[src/rtl/brth_pkg.sv]
`timescale 1ns / 1ps
// ----------------------------------------------------------------------------
// brth_pkg
// Shared types, constants and helper functions of the tap/hold button remapper.
// ----------------------------------------------------------------------------
package brth_pkg;

	localparam int SLOTS      = 8;
	localparam int NSRC       = 8;
	localparam int LIVE_SLOTS = (SLOTS < NSRC) ? SLOTS : NSRC;

	localparam int TIME_W     = 48;
	localparam int BTN_W      = 16;
	localparam int AN_W       = 8;
	localparam int MODE_W     = 2;
	localparam int CODE_W     = 5;
	localparam int HOLD_W     = 13;
	localparam int BIT_IDX_W  = 4;
	localparam int MAP_W      = NSRC * CODE_W;
	localparam int TRIG_W     = 4 * CODE_W;
	localparam int HOLD_REG_W = 4 * HOLD_W;
	localparam int CFG_IDX_W  = 3;
	localparam int CFG_DATA_W = HOLD_REG_W;

	localparam logic [MAP_W-1:0]  PLAY_MAP_RST   = MAP_W'(64'd282739555853);
	localparam logic [MAP_W-1:0]  SCREEN_MAP_RST = MAP_W'(64'd282739555853);
	localparam logic [TRIG_W-1:0] TRIG_MAP_RST   = TRIG_W'(32'd607825);

	localparam logic [HOLD_W-1:0] HOLD_MAX = HOLD_W'(5000);
	localparam logic [TIME_W:0]   TAP_MS   = (TIME_W + 1)'(120);
	localparam logic [AN_W-1:0]   AN_FULL  = '1;

	localparam logic [MODE_W-1:0] MODE_PLAY   = 2'd0;
	localparam logic [MODE_W-1:0] MODE_WHEEL  = 2'd1;
	localparam logic [MODE_W-1:0] MODE_SCREEN = 2'd2;

	localparam logic [CODE_W-1:0] CODE_NONE  = 5'd0;
	localparam logic [CODE_W-1:0] CODE_LEFT  = 5'd17;
	localparam logic [CODE_W-1:0] CODE_RIGHT = 5'd18;

	localparam logic [BIT_IDX_W-1:0] LEFT_THUMB_BIT = 4'd6;

	localparam int TRIG_PLAY_L   = 0;
	localparam int TRIG_PLAY_R   = 1;
	localparam int TRIG_SCREEN_L = 2;
	localparam int TRIG_SCREEN_R = 3;

	localparam logic [BIT_IDX_W-1:0] SRC_BIT [NSRC] = '{
		4'd12, 4'd15, 4'd14, 4'd13, 4'd8, 4'd9, 4'd6, 4'd7
	};

	typedef enum logic [CFG_IDX_W-1:0] {
		CFG_PLAY_MAP   = 3'd0,
		CFG_TAP_MAP    = 3'd1,
		CFG_SCREEN_MAP = 3'd2,
		CFG_TRIG_MAP   = 3'd3,
		CFG_HOLD_LOW   = 3'd4,
		CFG_HOLD_HIGH  = 3'd5
	} cfg_idx_t;

	typedef struct packed {
		logic [BTN_W-1:0] btn;
		logic [AN_W-1:0]  lft;
		logic [AN_W-1:0]  rgt;
	} emit_t;

	typedef struct packed {
		logic [TIME_W-1:0] now;
		logic              on;
		logic              screen;
		logic              wheel;
		logic              thumb;
		logic [HOLD_W-1:0] hold;
		logic [CODE_W-1:0] tap;
		logic [CODE_W-1:0] play;
		logic [CODE_W-1:0] scr;
	} lane_in_t;

	function automatic logic [BTN_W-1:0] owned_mask();
		logic [BTN_W-1:0] m;
		m = '0;
		for (int i = 0; i < LIVE_SLOTS; i++) begin
			m[SRC_BIT[i]] = 1'b1;
		end
		return m;
	endfunction

	function automatic emit_t emit_code(logic [CODE_W-1:0] code, logic pressed,
			logic [AN_W-1:0] analog);
		emit_t           e;
		logic [CODE_W-1:0] idx;
		e   = '0;
		idx = code - 5'd1;
		case (code) inside
			[5'd1:5'd16]: begin
				e.btn[idx[BIT_IDX_W-1:0]] = pressed;
			end
			CODE_LEFT: begin
				e.lft = analog;
			end
			CODE_RIGHT: begin
				e.rgt = analog;
			end
			default: begin
				e = '0;
			end
		endcase
		return e;
	endfunction

	function automatic emit_t emit_merge(emit_t a, emit_t b);
		emit_t r;
		r.btn = a.btn | b.btn;
		r.lft = (a.lft > b.lft) ? a.lft : b.lft;
		r.rgt = (a.rgt > b.rgt) ? a.rgt : b.rgt;
		return r;
	endfunction

endpackage

[src/rtl/brth_poll_if.sv]
`timescale 1ns / 1ps
// ----------------------------------------------------------------------------
// brth_poll_if
// Input channel carrying one gamepad poll per item.
// ----------------------------------------------------------------------------
interface brth_poll_if;
	logic                           valid;
	logic                           ready;
	logic [brth_pkg::TIME_W-1:0]    now_ms;
	logic [brth_pkg::BTN_W-1:0]     buttons_in;
	logic [brth_pkg::AN_W-1:0]      left_in;
	logic [brth_pkg::AN_W-1:0]      right_in;
	logic [brth_pkg::MODE_W-1:0]    layout_mode;

	modport source (output valid, now_ms, buttons_in, left_in, right_in, layout_mode,
		input ready);
	modport sink (input valid, now_ms, buttons_in, left_in, right_in, layout_mode,
		output ready);
endinterface

[src/rtl/brth_pad_if.sv]
`timescale 1ns / 1ps
// ----------------------------------------------------------------------------
// brth_pad_if
// Output channel carrying one remapped pad state per item.
// ----------------------------------------------------------------------------
interface brth_pad_if;
	logic                       valid;
	logic                       ready;
	logic [brth_pkg::BTN_W-1:0] buttons_out;
	logic [brth_pkg::AN_W-1:0]  left_out;
	logic [brth_pkg::AN_W-1:0]  right_out;

	modport source (output valid, buttons_out, left_out, right_out, input ready);
	modport sink (input valid, buttons_out, left_out, right_out, output ready);
endinterface

[src/rtl/brth_cfg_if.sv]
`timescale 1ns / 1ps
// ----------------------------------------------------------------------------
// brth_cfg_if
// Register write channel: register index and write data.
// ----------------------------------------------------------------------------
interface brth_cfg_if;
	logic                            valid;
	logic                            ready;
	logic [brth_pkg::CFG_IDX_W-1:0]  index;
	logic [brth_pkg::CFG_DATA_W-1:0] data;

	modport source (output valid, index, data, input ready);
	modport sink (input valid, index, data, output ready);
endinterface

[src/rtl/button_remap_tap_hold.sv]
`timescale 1ns / 1ps
// ----------------------------------------------------------------------------
// button_remap_tap_hold
// Remaps owned gamepad buttons and triggers through configurable target codes
// with per-slot hold delays and tap pulses, one lane per source slot.
//
//   Channel  Dir  Payload                                         Accepted when
//   poll     in   now_ms, buttons_in, left_in, right_in, mode     valid & ready
//   remap    out  buttons_out, left_out, right_out                valid & ready
//   cfg      in   index, data                                     valid & ready
//
// One poll is taken every cycle while the output is not stalled; its result is
// registered in the lane stage and then in the merge stage.
// Slot state is updated as the poll is accepted, so the next poll sees it.
// A stalled output holds the merge register; the lane stage still takes a
// poll while it is empty or moving on. The register port is always ready.
// Reset restores the register defaults and clears all slot state.
// ----------------------------------------------------------------------------
module button_remap_tap_hold (
	input  logic       clk,
	input  logic       arst_n,
	brth_poll_if.sink  poll,
	brth_pad_if.source remap,
	brth_cfg_if.sink   cfg
);

	logic [brth_pkg::MAP_W-1:0]        play_map_q;
	logic [brth_pkg::MAP_W-1:0]        tap_map_q;
	logic [brth_pkg::MAP_W-1:0]        screen_map_q;
	logic [brth_pkg::TRIG_W-1:0]       trig_map_q;
	logic [brth_pkg::HOLD_REG_W-1:0]   hold_low_q;
	logic [brth_pkg::HOLD_REG_W-1:0]   hold_high_q;
	logic [2*brth_pkg::HOLD_REG_W-1:0] hold_all;

	logic                              vld_s1;
	logic                              vld_s2;
	logic                              acc_in;
	logic                              adv2;
	logic                              screen;
	logic                              wheel;

	logic [brth_pkg::CODE_W-1:0]       tl_code;
	logic [brth_pkg::CODE_W-1:0]       tr_code;
	brth_pkg::emit_t                   trig_d;
	brth_pkg::emit_t                   trig_s1;
	logic [brth_pkg::BTN_W-1:0]        pass_s1;
	brth_pkg::emit_t                   lane_s1 [brth_pkg::LIVE_SLOTS];

	assign cfg.ready = 1'b1;

	always_ff @(posedge clk or negedge arst_n) begin
		if (!arst_n) begin
			play_map_q   <= brth_pkg::PLAY_MAP_RST;
			tap_map_q    <= '0;
			screen_map_q <= brth_pkg::SCREEN_MAP_RST;
			trig_map_q   <= brth_pkg::TRIG_MAP_RST;
			hold_low_q   <= '0;
			hold_high_q  <= '0;
		end else if (cfg.valid) begin
			case (brth_pkg::cfg_idx_t'(cfg.index))
				brth_pkg::CFG_PLAY_MAP:   play_map_q   <= cfg.data[brth_pkg::MAP_W-1:0];
				brth_pkg::CFG_TAP_MAP:    tap_map_q    <= cfg.data[brth_pkg::MAP_W-1:0];
				brth_pkg::CFG_SCREEN_MAP: screen_map_q <= cfg.data[brth_pkg::MAP_W-1:0];
				brth_pkg::CFG_TRIG_MAP:   trig_map_q   <= cfg.data[brth_pkg::TRIG_W-1:0];
				brth_pkg::CFG_HOLD_LOW:   hold_low_q   <= cfg.data;
				brth_pkg::CFG_HOLD_HIGH:  hold_high_q  <= cfg.data;
				default: begin
				end
			endcase
		end
	end

	assign hold_all    = {hold_high_q, hold_low_q};
	assign adv2        = vld_s1 && (!vld_s2 || remap.ready);
	assign poll.ready  = !vld_s1 || adv2;
	assign acc_in      = poll.valid && poll.ready;
	assign remap.valid = vld_s2;

	always_ff @(posedge clk or negedge arst_n) begin
		if (!arst_n) begin
			vld_s1 <= 1'b0;
			vld_s2 <= 1'b0;
		end else begin
			if (poll.ready) begin
				vld_s1 <= poll.valid;
			end
			if (!vld_s2 || remap.ready) begin
				vld_s2 <= vld_s1;
			end
		end
	end

	always_comb begin
		screen  = poll.layout_mode >= brth_pkg::MODE_SCREEN;
		wheel   = poll.layout_mode == brth_pkg::MODE_WHEEL;
		tl_code = screen ? trig_map_q[brth_pkg::CODE_W*brth_pkg::TRIG_SCREEN_L +: brth_pkg::CODE_W]
			: trig_map_q[brth_pkg::CODE_W*brth_pkg::TRIG_PLAY_L +: brth_pkg::CODE_W];
		tr_code = screen ? trig_map_q[brth_pkg::CODE_W*brth_pkg::TRIG_SCREEN_R +: brth_pkg::CODE_W]
			: trig_map_q[brth_pkg::CODE_W*brth_pkg::TRIG_PLAY_R +: brth_pkg::CODE_W];
		trig_d  = brth_pkg::emit_merge(
			brth_pkg::emit_code(tl_code, poll.left_in[brth_pkg::AN_W-1], poll.left_in),
			brth_pkg::emit_code(tr_code, poll.right_in[brth_pkg::AN_W-1], poll.right_in));
	end

	always_ff @(posedge clk) begin
		if (acc_in) begin
			trig_s1 <= trig_d;
			pass_s1 <= poll.buttons_in & ~brth_pkg::owned_mask();
		end
	end

	for (genvar g = 0; g < brth_pkg::LIVE_SLOTS; g++) begin : g_lane
		brth_pkg::lane_in_t li;

		always_comb begin
			li.now    = poll.now_ms;
			li.on     = poll.buttons_in[brth_pkg::SRC_BIT[g]];
			li.screen = screen;
			li.wheel  = wheel;
			li.thumb  = brth_pkg::SRC_BIT[g] == brth_pkg::LEFT_THUMB_BIT;
			li.hold   = hold_all[brth_pkg::HOLD_W*g +: brth_pkg::HOLD_W];
			li.tap    = tap_map_q[brth_pkg::CODE_W*g +: brth_pkg::CODE_W];
			li.play   = play_map_q[brth_pkg::CODE_W*g +: brth_pkg::CODE_W];
			li.scr    = screen_map_q[brth_pkg::CODE_W*g +: brth_pkg::CODE_W];
		end

		brth_lane u_lane (
			.clk    (clk),
			.arst_n (arst_n),
			.ld     (acc_in),
			.li     (li),
			.res_s1 (lane_s1[g])
		);
	end

	brth_merge u_merge (
		.clk        (clk),
		.ld         (adv2),
		.lane_s1    (lane_s1),
		.trig_s1    (trig_s1),
		.pass_s1    (pass_s1),
		.buttons_s2 (remap.buttons_out),
		.left_s2    (remap.left_out),
		.right_s2   (remap.right_out)
	);

endmodule

[src/rtl/brth_lane.sv]
`timescale 1ns / 1ps
// ----------------------------------------------------------------------------
// brth_lane
// One source button slot: press tracking, hold suppression and tap pulse.
// ----------------------------------------------------------------------------
module brth_lane (
	input  logic               clk,
	input  logic               arst_n,
	input  logic               ld,
	input  brth_pkg::lane_in_t li,
	output brth_pkg::emit_t    res_s1
);

	logic                            was_pressed_q;
	logic [brth_pkg::TIME_W-1:0]     press_time_q;
	logic [brth_pkg::TIME_W-1:0]     tap_end_q;

	logic                            wp_d;
	logic [brth_pkg::TIME_W-1:0]     pt_d;
	logic [brth_pkg::TIME_W-1:0]     te_d;
	brth_pkg::emit_t                 res_d;

	logic [brth_pkg::HOLD_W-1:0]     hold;
	logic                            start;
	logic [brth_pkg::TIME_W-1:0]     held;
	logic                            under;
	logic                            tap_ok;
	logic                            fire;
	logic [brth_pkg::TIME_W:0]       te_sum;
	logic [brth_pkg::TIME_W-1:0]     te_sat;
	logic [brth_pkg::TIME_W-1:0]     te_new;
	logic                            tap_on;
	logic                            play_on;
	brth_pkg::emit_t                 tap_e;
	brth_pkg::emit_t                 play_e;

	always_comb begin
		hold   = (li.hold > brth_pkg::HOLD_MAX) ? brth_pkg::HOLD_MAX : li.hold;
		start  = li.on && !was_pressed_q;
		held   = li.now - press_time_q;
		under  = start ? (hold != '0)
			: ((held[brth_pkg::TIME_W-1:brth_pkg::HOLD_W] == '0)
				&& (held[brth_pkg::HOLD_W-1:0] < hold));
		tap_ok = (li.tap != brth_pkg::CODE_NONE) && (li.tap <= brth_pkg::CODE_RIGHT);
		fire   = !li.on && was_pressed_q && tap_ok && under;
		te_sum = {1'b0, li.now} + brth_pkg::TAP_MS;
		te_sat = te_sum[brth_pkg::TIME_W] ? '1 : te_sum[brth_pkg::TIME_W-1:0];
		te_new = fire ? te_sat : tap_end_q;
		tap_on = li.now < te_new;
		play_on = li.on && !((hold != '0) && under);
		tap_e  = tap_on ? brth_pkg::emit_code(li.tap, 1'b1, brth_pkg::AN_FULL) : '0;
		play_e = brth_pkg::emit_code(li.play, play_on,
			play_on ? brth_pkg::AN_FULL : '0);

		if (li.screen) begin
			wp_d  = 1'b0;
			pt_d  = press_time_q;
			te_d  = '0;
			res_d = brth_pkg::emit_code(li.scr, li.on, li.on ? brth_pkg::AN_FULL : '0);
		end else if (li.wheel && li.thumb) begin
			wp_d  = li.on;
			pt_d  = press_time_q;
			te_d  = '0;
			res_d = brth_pkg::emit_code(
				brth_pkg::CODE_W'(brth_pkg::LEFT_THUMB_BIT) + 5'd1, li.on,
				li.on ? brth_pkg::AN_FULL : '0);
		end else begin
			wp_d  = li.on;
			pt_d  = start ? li.now : press_time_q;
			te_d  = te_new;
			res_d = brth_pkg::emit_merge(tap_e, play_e);
		end
	end

	always_ff @(posedge clk or negedge arst_n) begin
		if (!arst_n) begin
			was_pressed_q <= 1'b0;
			press_time_q  <= '0;
			tap_end_q     <= '0;
		end else if (ld) begin
			was_pressed_q <= wp_d;
			press_time_q  <= pt_d;
			tap_end_q     <= te_d;
		end
	end

	always_ff @(posedge clk) begin
		if (ld) begin
			res_s1 <= res_d;
		end
	end

endmodule

[src/rtl/brth_merge.sv]
`timescale 1ns / 1ps
// ----------------------------------------------------------------------------
// brth_merge
// Combines the lane results, the trigger result and the untouched button bits
// into the output register.
// ----------------------------------------------------------------------------
module brth_merge (
	input  logic                       clk,
	input  logic                       ld,
	input  brth_pkg::emit_t            lane_s1 [brth_pkg::LIVE_SLOTS],
	input  brth_pkg::emit_t            trig_s1,
	input  logic [brth_pkg::BTN_W-1:0] pass_s1,
	output logic [brth_pkg::BTN_W-1:0] buttons_s2,
	output logic [brth_pkg::AN_W-1:0]  left_s2,
	output logic [brth_pkg::AN_W-1:0]  right_s2
);

	brth_pkg::emit_t acc;

	always_comb begin
		acc = trig_s1;
		for (int i = 0; i < brth_pkg::LIVE_SLOTS; i++) begin
			acc = brth_pkg::emit_merge(acc, lane_s1[i]);
		end
	end

	always_ff @(posedge clk) begin
		if (ld) begin
			buttons_s2 <= acc.btn | pass_s1;
			left_s2    <= acc.lft;
			right_s2   <= acc.rgt;
		end
	end

endmodule
[src/flat_wrapper.sv]
// flat-port wrapper written by rule: the top's interface ports become plain ports
module button_remap_tap_hold_flat 
  (clk, arst_n, poll_valid, poll_now_ms, poll_buttons_in, poll_left_in, poll_right_in, poll_layout_mode, poll_ready, remap_valid, remap_buttons_out, remap_left_out, remap_right_out, remap_ready, cfg_valid, cfg_index, cfg_data, cfg_ready);
  brth_poll_if poll_i ();
  brth_pad_if remap_i ();
  brth_cfg_if cfg_i ();
  input  logic clk;
  input  logic arst_n;
  input wire logic [$bits(poll_i.valid)-1:0] poll_valid;
  input wire logic [$bits(poll_i.now_ms)-1:0] poll_now_ms;
  input wire logic [$bits(poll_i.buttons_in)-1:0] poll_buttons_in;
  input wire logic [$bits(poll_i.left_in)-1:0] poll_left_in;
  input wire logic [$bits(poll_i.right_in)-1:0] poll_right_in;
  input wire logic [$bits(poll_i.layout_mode)-1:0] poll_layout_mode;
  output wire logic [$bits(poll_i.ready)-1:0] poll_ready;
  output wire logic [$bits(remap_i.valid)-1:0] remap_valid;
  output wire logic [$bits(remap_i.buttons_out)-1:0] remap_buttons_out;
  output wire logic [$bits(remap_i.left_out)-1:0] remap_left_out;
  output wire logic [$bits(remap_i.right_out)-1:0] remap_right_out;
  input wire logic [$bits(remap_i.ready)-1:0] remap_ready;
  input wire logic [$bits(cfg_i.valid)-1:0] cfg_valid;
  input wire logic [$bits(cfg_i.index)-1:0] cfg_index;
  input wire logic [$bits(cfg_i.data)-1:0] cfg_data;
  output wire logic [$bits(cfg_i.ready)-1:0] cfg_ready;
  assign poll_i.valid = poll_valid;
  assign poll_i.now_ms = poll_now_ms;
  assign poll_i.buttons_in = poll_buttons_in;
  assign poll_i.left_in = poll_left_in;
  assign poll_i.right_in = poll_right_in;
  assign poll_i.layout_mode = poll_layout_mode;
  assign poll_ready = poll_i.ready;
  assign remap_valid = remap_i.valid;
  assign remap_buttons_out = remap_i.buttons_out;
  assign remap_left_out = remap_i.left_out;
  assign remap_right_out = remap_i.right_out;
  assign remap_i.ready = remap_ready;
  assign cfg_i.valid = cfg_valid;
  assign cfg_i.index = cfg_index;
  assign cfg_i.data = cfg_data;
  assign cfg_ready = cfg_i.ready;
  button_remap_tap_hold u_core (.clk(clk), .arst_n(arst_n), .poll(poll_i), .remap(remap_i), .cfg(cfg_i));
endmodule
[config.mk]
export PLATFORM = sky130hd
export DESIGN_NAME = button_remap_tap_hold_flat
export DESIGN_NICKNAME = d
export VERILOG_FILES = /design/src/rtl/brth_pkg.sv /design/src/rtl/brth_poll_if.sv /design/src/rtl/brth_pad_if.sv /design/src/rtl/brth_cfg_if.sv /design/src/rtl/button_remap_tap_hold.sv /design/src/rtl/brth_lane.sv /design/src/rtl/brth_merge.sv /design/src/flat_wrapper.sv
export SDC_FILE = /design/constraint.sdc
export NUM_CORES = 2
export LEC_CHECK = 0
export BUFFER_PORTS_ARGS = -buffer_cell sky130_fd_sc_hd__buf_4
export CORE_ASPECT_RATIO = 0.7
export CORE_MARGIN = 2
export CORE_UTILIZATION = 39
export CTS_CLUSTER_DIAMETER = 80
export DETAILED_ROUTE_END_ITERATION = 10
export PLACE_DENSITY = 0.6
export SLEW_MARGIN = 5
export SYNTH_ARGS = -nofsm -noshare
export SYNTH_HDL_FRONTEND = slang
export SYNTH_SLANG_ARGS = --single-unit
[constraint.sdc]
create_clock -name clk -period 17.3 [get_ports clk]
set_input_delay 3.46 -clock clk [delete_from_list [all_inputs] [get_ports clk]]
set_output_delay 3.46 -clock clk [all_outputs]
set_load 0.01 [all_outputs]
==> results.py <==
metrics = {
    "sta": {
        "totalNegativeSetupSlack_ns": 0,
        "setup_viol": 0,
        "fin_hold_ws_ns": 0.477,
        "rsz0062_at_grt": "false",
        "fmax_mhz": 65.0,
        "worst_pin_slew_ns": 1.41,
        "relSlewSlack_pct": 5.13,
        "setup_ws_ns": 1.92,
        "skew_ns": 0.0795,
        "fin_crit_sh_pct": 88.9,
        "layout_min_cycle_time_ns": 15.38,
        "hold_violations": 0,
        "finalMaxSlewViolations": 0,
    },
    "global_route": {
        "grt_overflow": 0,
        "grt_max_degree": 152,
        "grt_usage_pct": 29.7,
        "grt_antenna_before_repair": 48,
        "first_global_vias": 85800,
        "grt_pass1_wl_microns": 584000,
    },
    "placement": {
        "dp_hpwl_microns": 298000,
        "gp_congestion": 0.982,
        "io_buffer_count": 175,
        "dp_cells": 14600,
        "place_ws_ns": 2.16,
    },
    "die": {
        "core_area_sq_mm": 0.255,
        "dieArea_sq_mm": 0.261,
        "initial_core_util_pct": 39.2,
        "die_h_microns": 428,
        "core.rowCount": 155,
        "io_pins": 177,
        "die_w_microns": 609,
    },
    "detailed_routing": {
        "wl_per_cell_microns": 26.8,
        "vias": 93500,
        "drc": 0,
        "routed_via_density": 6.28,
        "firstDrtPassIters": 6,
        "drt_iter0_markers": 11800,
        "ant_nets": 0,
        "wl_microns": 400000,
    },
    "worst_hold_path": {
        "whs_path_depth": 2,
        "hp-class": "reg2reg",
    },
    "pwr": {
        "ir_drop_mv": 0.0779,
        "cellPowerDensity_mw_per_mm2": 124,
        "finalPower_mw": 13.6,
        "p_leak_nw": 48.1,
    },
    "cts": {
        "ctsResizeCount": 0,
        "cts.clk_slew.worst_paths_ns": 0.06,
        "cts_root_buf": "clkbuf_16",
        "cts_tree": "yes",
        "holdBufCountCts": 0,
        "cts_buffers": 154,
        "cts_setup_buffers": 0,
        "cts_sinks": 1238,
        "htreeDepth": 4,
        "clock_latency_ns": 0.88,
        "clockBufferDepth": 4,
    },
    "yosys": {
        "synth_common_cells": "nand2_1 (1287), ha_1 (993), dfrtp_1 (976)",
        "avgSynthCellArea_sq_um": 8.76,
        "ys_top_cells_by_area": "dfrtp_1 (24%), ha_1 (12%), mux2_2 (7.2%), edfxtp_1 (6.5%), nand2_1 (4.8%)",
        "synthDistinctLibCells": 98,
        "synth_nets": 12600,
        "syn_area_sq_mm": 0.100,
        "ys_seq_elements": 1238,
        "syn_inst": 11400,
        "ys_warn_count": 0,
        "ys_async_sr_fraction_pct": 82.6,
        "yosysSeqAreaShare_pct": 32.1,
        "synth_top_area_share_pct": 24.4,
        "post-synth-top-count-cell": "nand2_1",
        "synth_edf_count": 216,
        "synth_top_area_cell": "dfrtp_1",
        "synth_flop_cell": "dfrtp_1",
    },
    "critical_path": {
        "worst-r2r-cell-count": 78,
        "crit_fanout": 11,
        "worstSetupPathType": "reg2reg",
        "crit_top_cell": "o21ai_0",
        "crit_required_ns": 17.88,
        "worstPathArrival_ns": 15.95,
        "r2r_slack_ns": 1.92,
        "startpoint_type": "register",
        "end_kind": "register",
        "slowest_stage": "a21oi_1",
        "cp_slowest_stage_delay_ns": 0.53,
    },
    "finish": {
        "syn_to_final_growth_pct": 10.2,
        "fin_nets": 12500,
        "multi_input_area_sq_mm": 0.0638,
        "final_cells": 14900,
        "seqCellArea_sq_mm": 0.0321,
        "n_fill_cell": 24800,
        "drive_gt1_share_pct": 12.3,
    },
    "flow_run": {
        "maxCapViolations": 0,
    },
    "status": {
        "status": "completed",
    },
}
==> sequential cells by signal (all words and copies together), names as in the netlist <==
register and cells:
u_core.g_lane.u_lane.press_time_q 384, u_core.g_lane.u_lane.res_s1 144, u_core.screen_map_q 40, u_core.play_map_q 40
u_core.g_lane.u_lane.was_pressed_q 8, u_core.pass_s1 8, u_core.trig_s1 32, u_core.hold_high_q 52
u_core.u_merge.buttons_s2 16, u_core.vld_s1 1, u_core.tap_map_q 40, u_core.u_merge.left_s2 8
u_core.g_lane.u_lane.tap_end_q 384, u_core.u_merge.right_s2 8, u_core.trig_map_q 20, u_core.remap.valid 1
u_core.hold_low_q 52
==> path summary, 6_finish.rpt <==
path / from / end
worst min register to register: u_core.g_lane[6].u_lane.tap_end_q[14]$_DFFE_PN0P_ / u_core.g_lane[6].u_lane.tap_end_q[14]$_DFFE_PN0P_
worst max register to register: u_core.g_lane[0].u_lane.res_s1[6]$_DFFE_PP_ / u_core.u_merge.right_s2[3]$_DFFE_PP_
worst min-delay path: u_core.g_lane[6].u_lane.tap_end_q[14]$_DFFE_PN0P_ / u_core.g_lane[6].u_lane.tap_end_q[14]$_DFFE_PN0P_
min in group asynchronous: arst_n / u_core.g_lane[6].u_lane.press_time_q[46]$_DFFE_PN0P_
max in group asynchronous: arst_n / u_core.g_lane[5].u_lane.tap_end_q[22]$_DFFE_PN0P_
worst max-delay path: u_core.g_lane[0].u_lane.res_s1[6]$_DFFE_PP_ / u_core.u_merge.right_s2[3]$_DFFE_PP_
==> kinds of logic after synthesis <==
| kind of cell | count (synthesis) | synth area share, % |
|---|---|---|
| AOI/OAI and AO/OA | 3095 | 19.5 |
| xor gates and xnor gates | 226 | 1.98 |
| adders and majority gates | 1001 | 12.6 |
| buffers and inverters | 1128 | 4.28 |
| DFF | 1238 | 32.1 |
| muxes | 1087 | 11.7 |
| other | 1 | 0.00375 |
| and+or+nand+nor | 3642 | 17.9 |
==> cell type report <==
| class | count | share of cell area [%] |
|---|---|---|
| Clock inverter | 56 | 0.605 |
| Multi-Input combinational cell | 9052 | 57.9 |
| Antenna cell | 26 | 0.0590 |
| Tap cell | 3375 | 3.83 |
| Sequential cell | 1238 | 29.1 |
| Inverter | 590 | 2.02 |
| Clock buffer | 211 | 4.02 |
| Timing Repair Buffer | 347 | 2.45 |
==> cell usage in the layout, fill, tap and decap left out, types with 46 or more instances in the layout <==
master and count:
o221ai_1 60, nor4_1 125, o21a_1 138, o211ai_1 98, o31ai_1 46, or3_1 76
o21bai_1 54, nand4_1 349, a21oi_1 755, a21o_1 316, buf_4 338, nand3_1 244
mux2i_1 443, nor2_1 617, a211oi_1 88, xnor2_1 129, edfxtp_1 216, and3_1 89
clkbuf_16 160, ha_1 993, and2_1 47, dfstp_2 46, o21ai_0 937, or2_2 53
inv_1 588, dfrtp_1 976, nand2b_1 137, mux2_2 643, xor2_1 97, nand2_1 1277
nor3_1 238, a31oi_1 85, nor2b_1 157
==> critical path: cells and delay by family, from the launching register on <==
kind / cells / cell delay [ns]
muxes: 3 / 1.07
adders and majority gates: 8 / 2.31
AOI/OAI and AO/OA: 45 / 8.41
buffers and inverters: 3 / 0.38
and+or+nand+nor: 19 / 2.46
DFF: 1 / 0.41
==> per-stage QoR <==
stage,util (%),instance area (sq um)
floorplan,-,100000
global placement,41.2,105000
detailed placement,41.2,105000
CTS,43.2,110000
global route,43.2,110000
finish,43.2,110000
==> layer usage <==
layer / track usage, % / routed length (microns) / up-vias / share of wire (%)
met4: 8.03 / 10600 / 12 / 2.7
met1: 45.8 / 189000 / 46100 / 47
li1: - / - / 42300 / -
met2: 40.7 / 157000 / 4556 / 39
met3: 6.82 / 42800 / 565 / 11
met5: 0 / 123 / - / 0.031
==> where the power goes <==
group          internal (mW)  switching, mW
clock network           1.97           1.40
registers               3.44          0.359
logic                   2.39           4.06
Note: power is estimated with default switching activity, not from simulation.
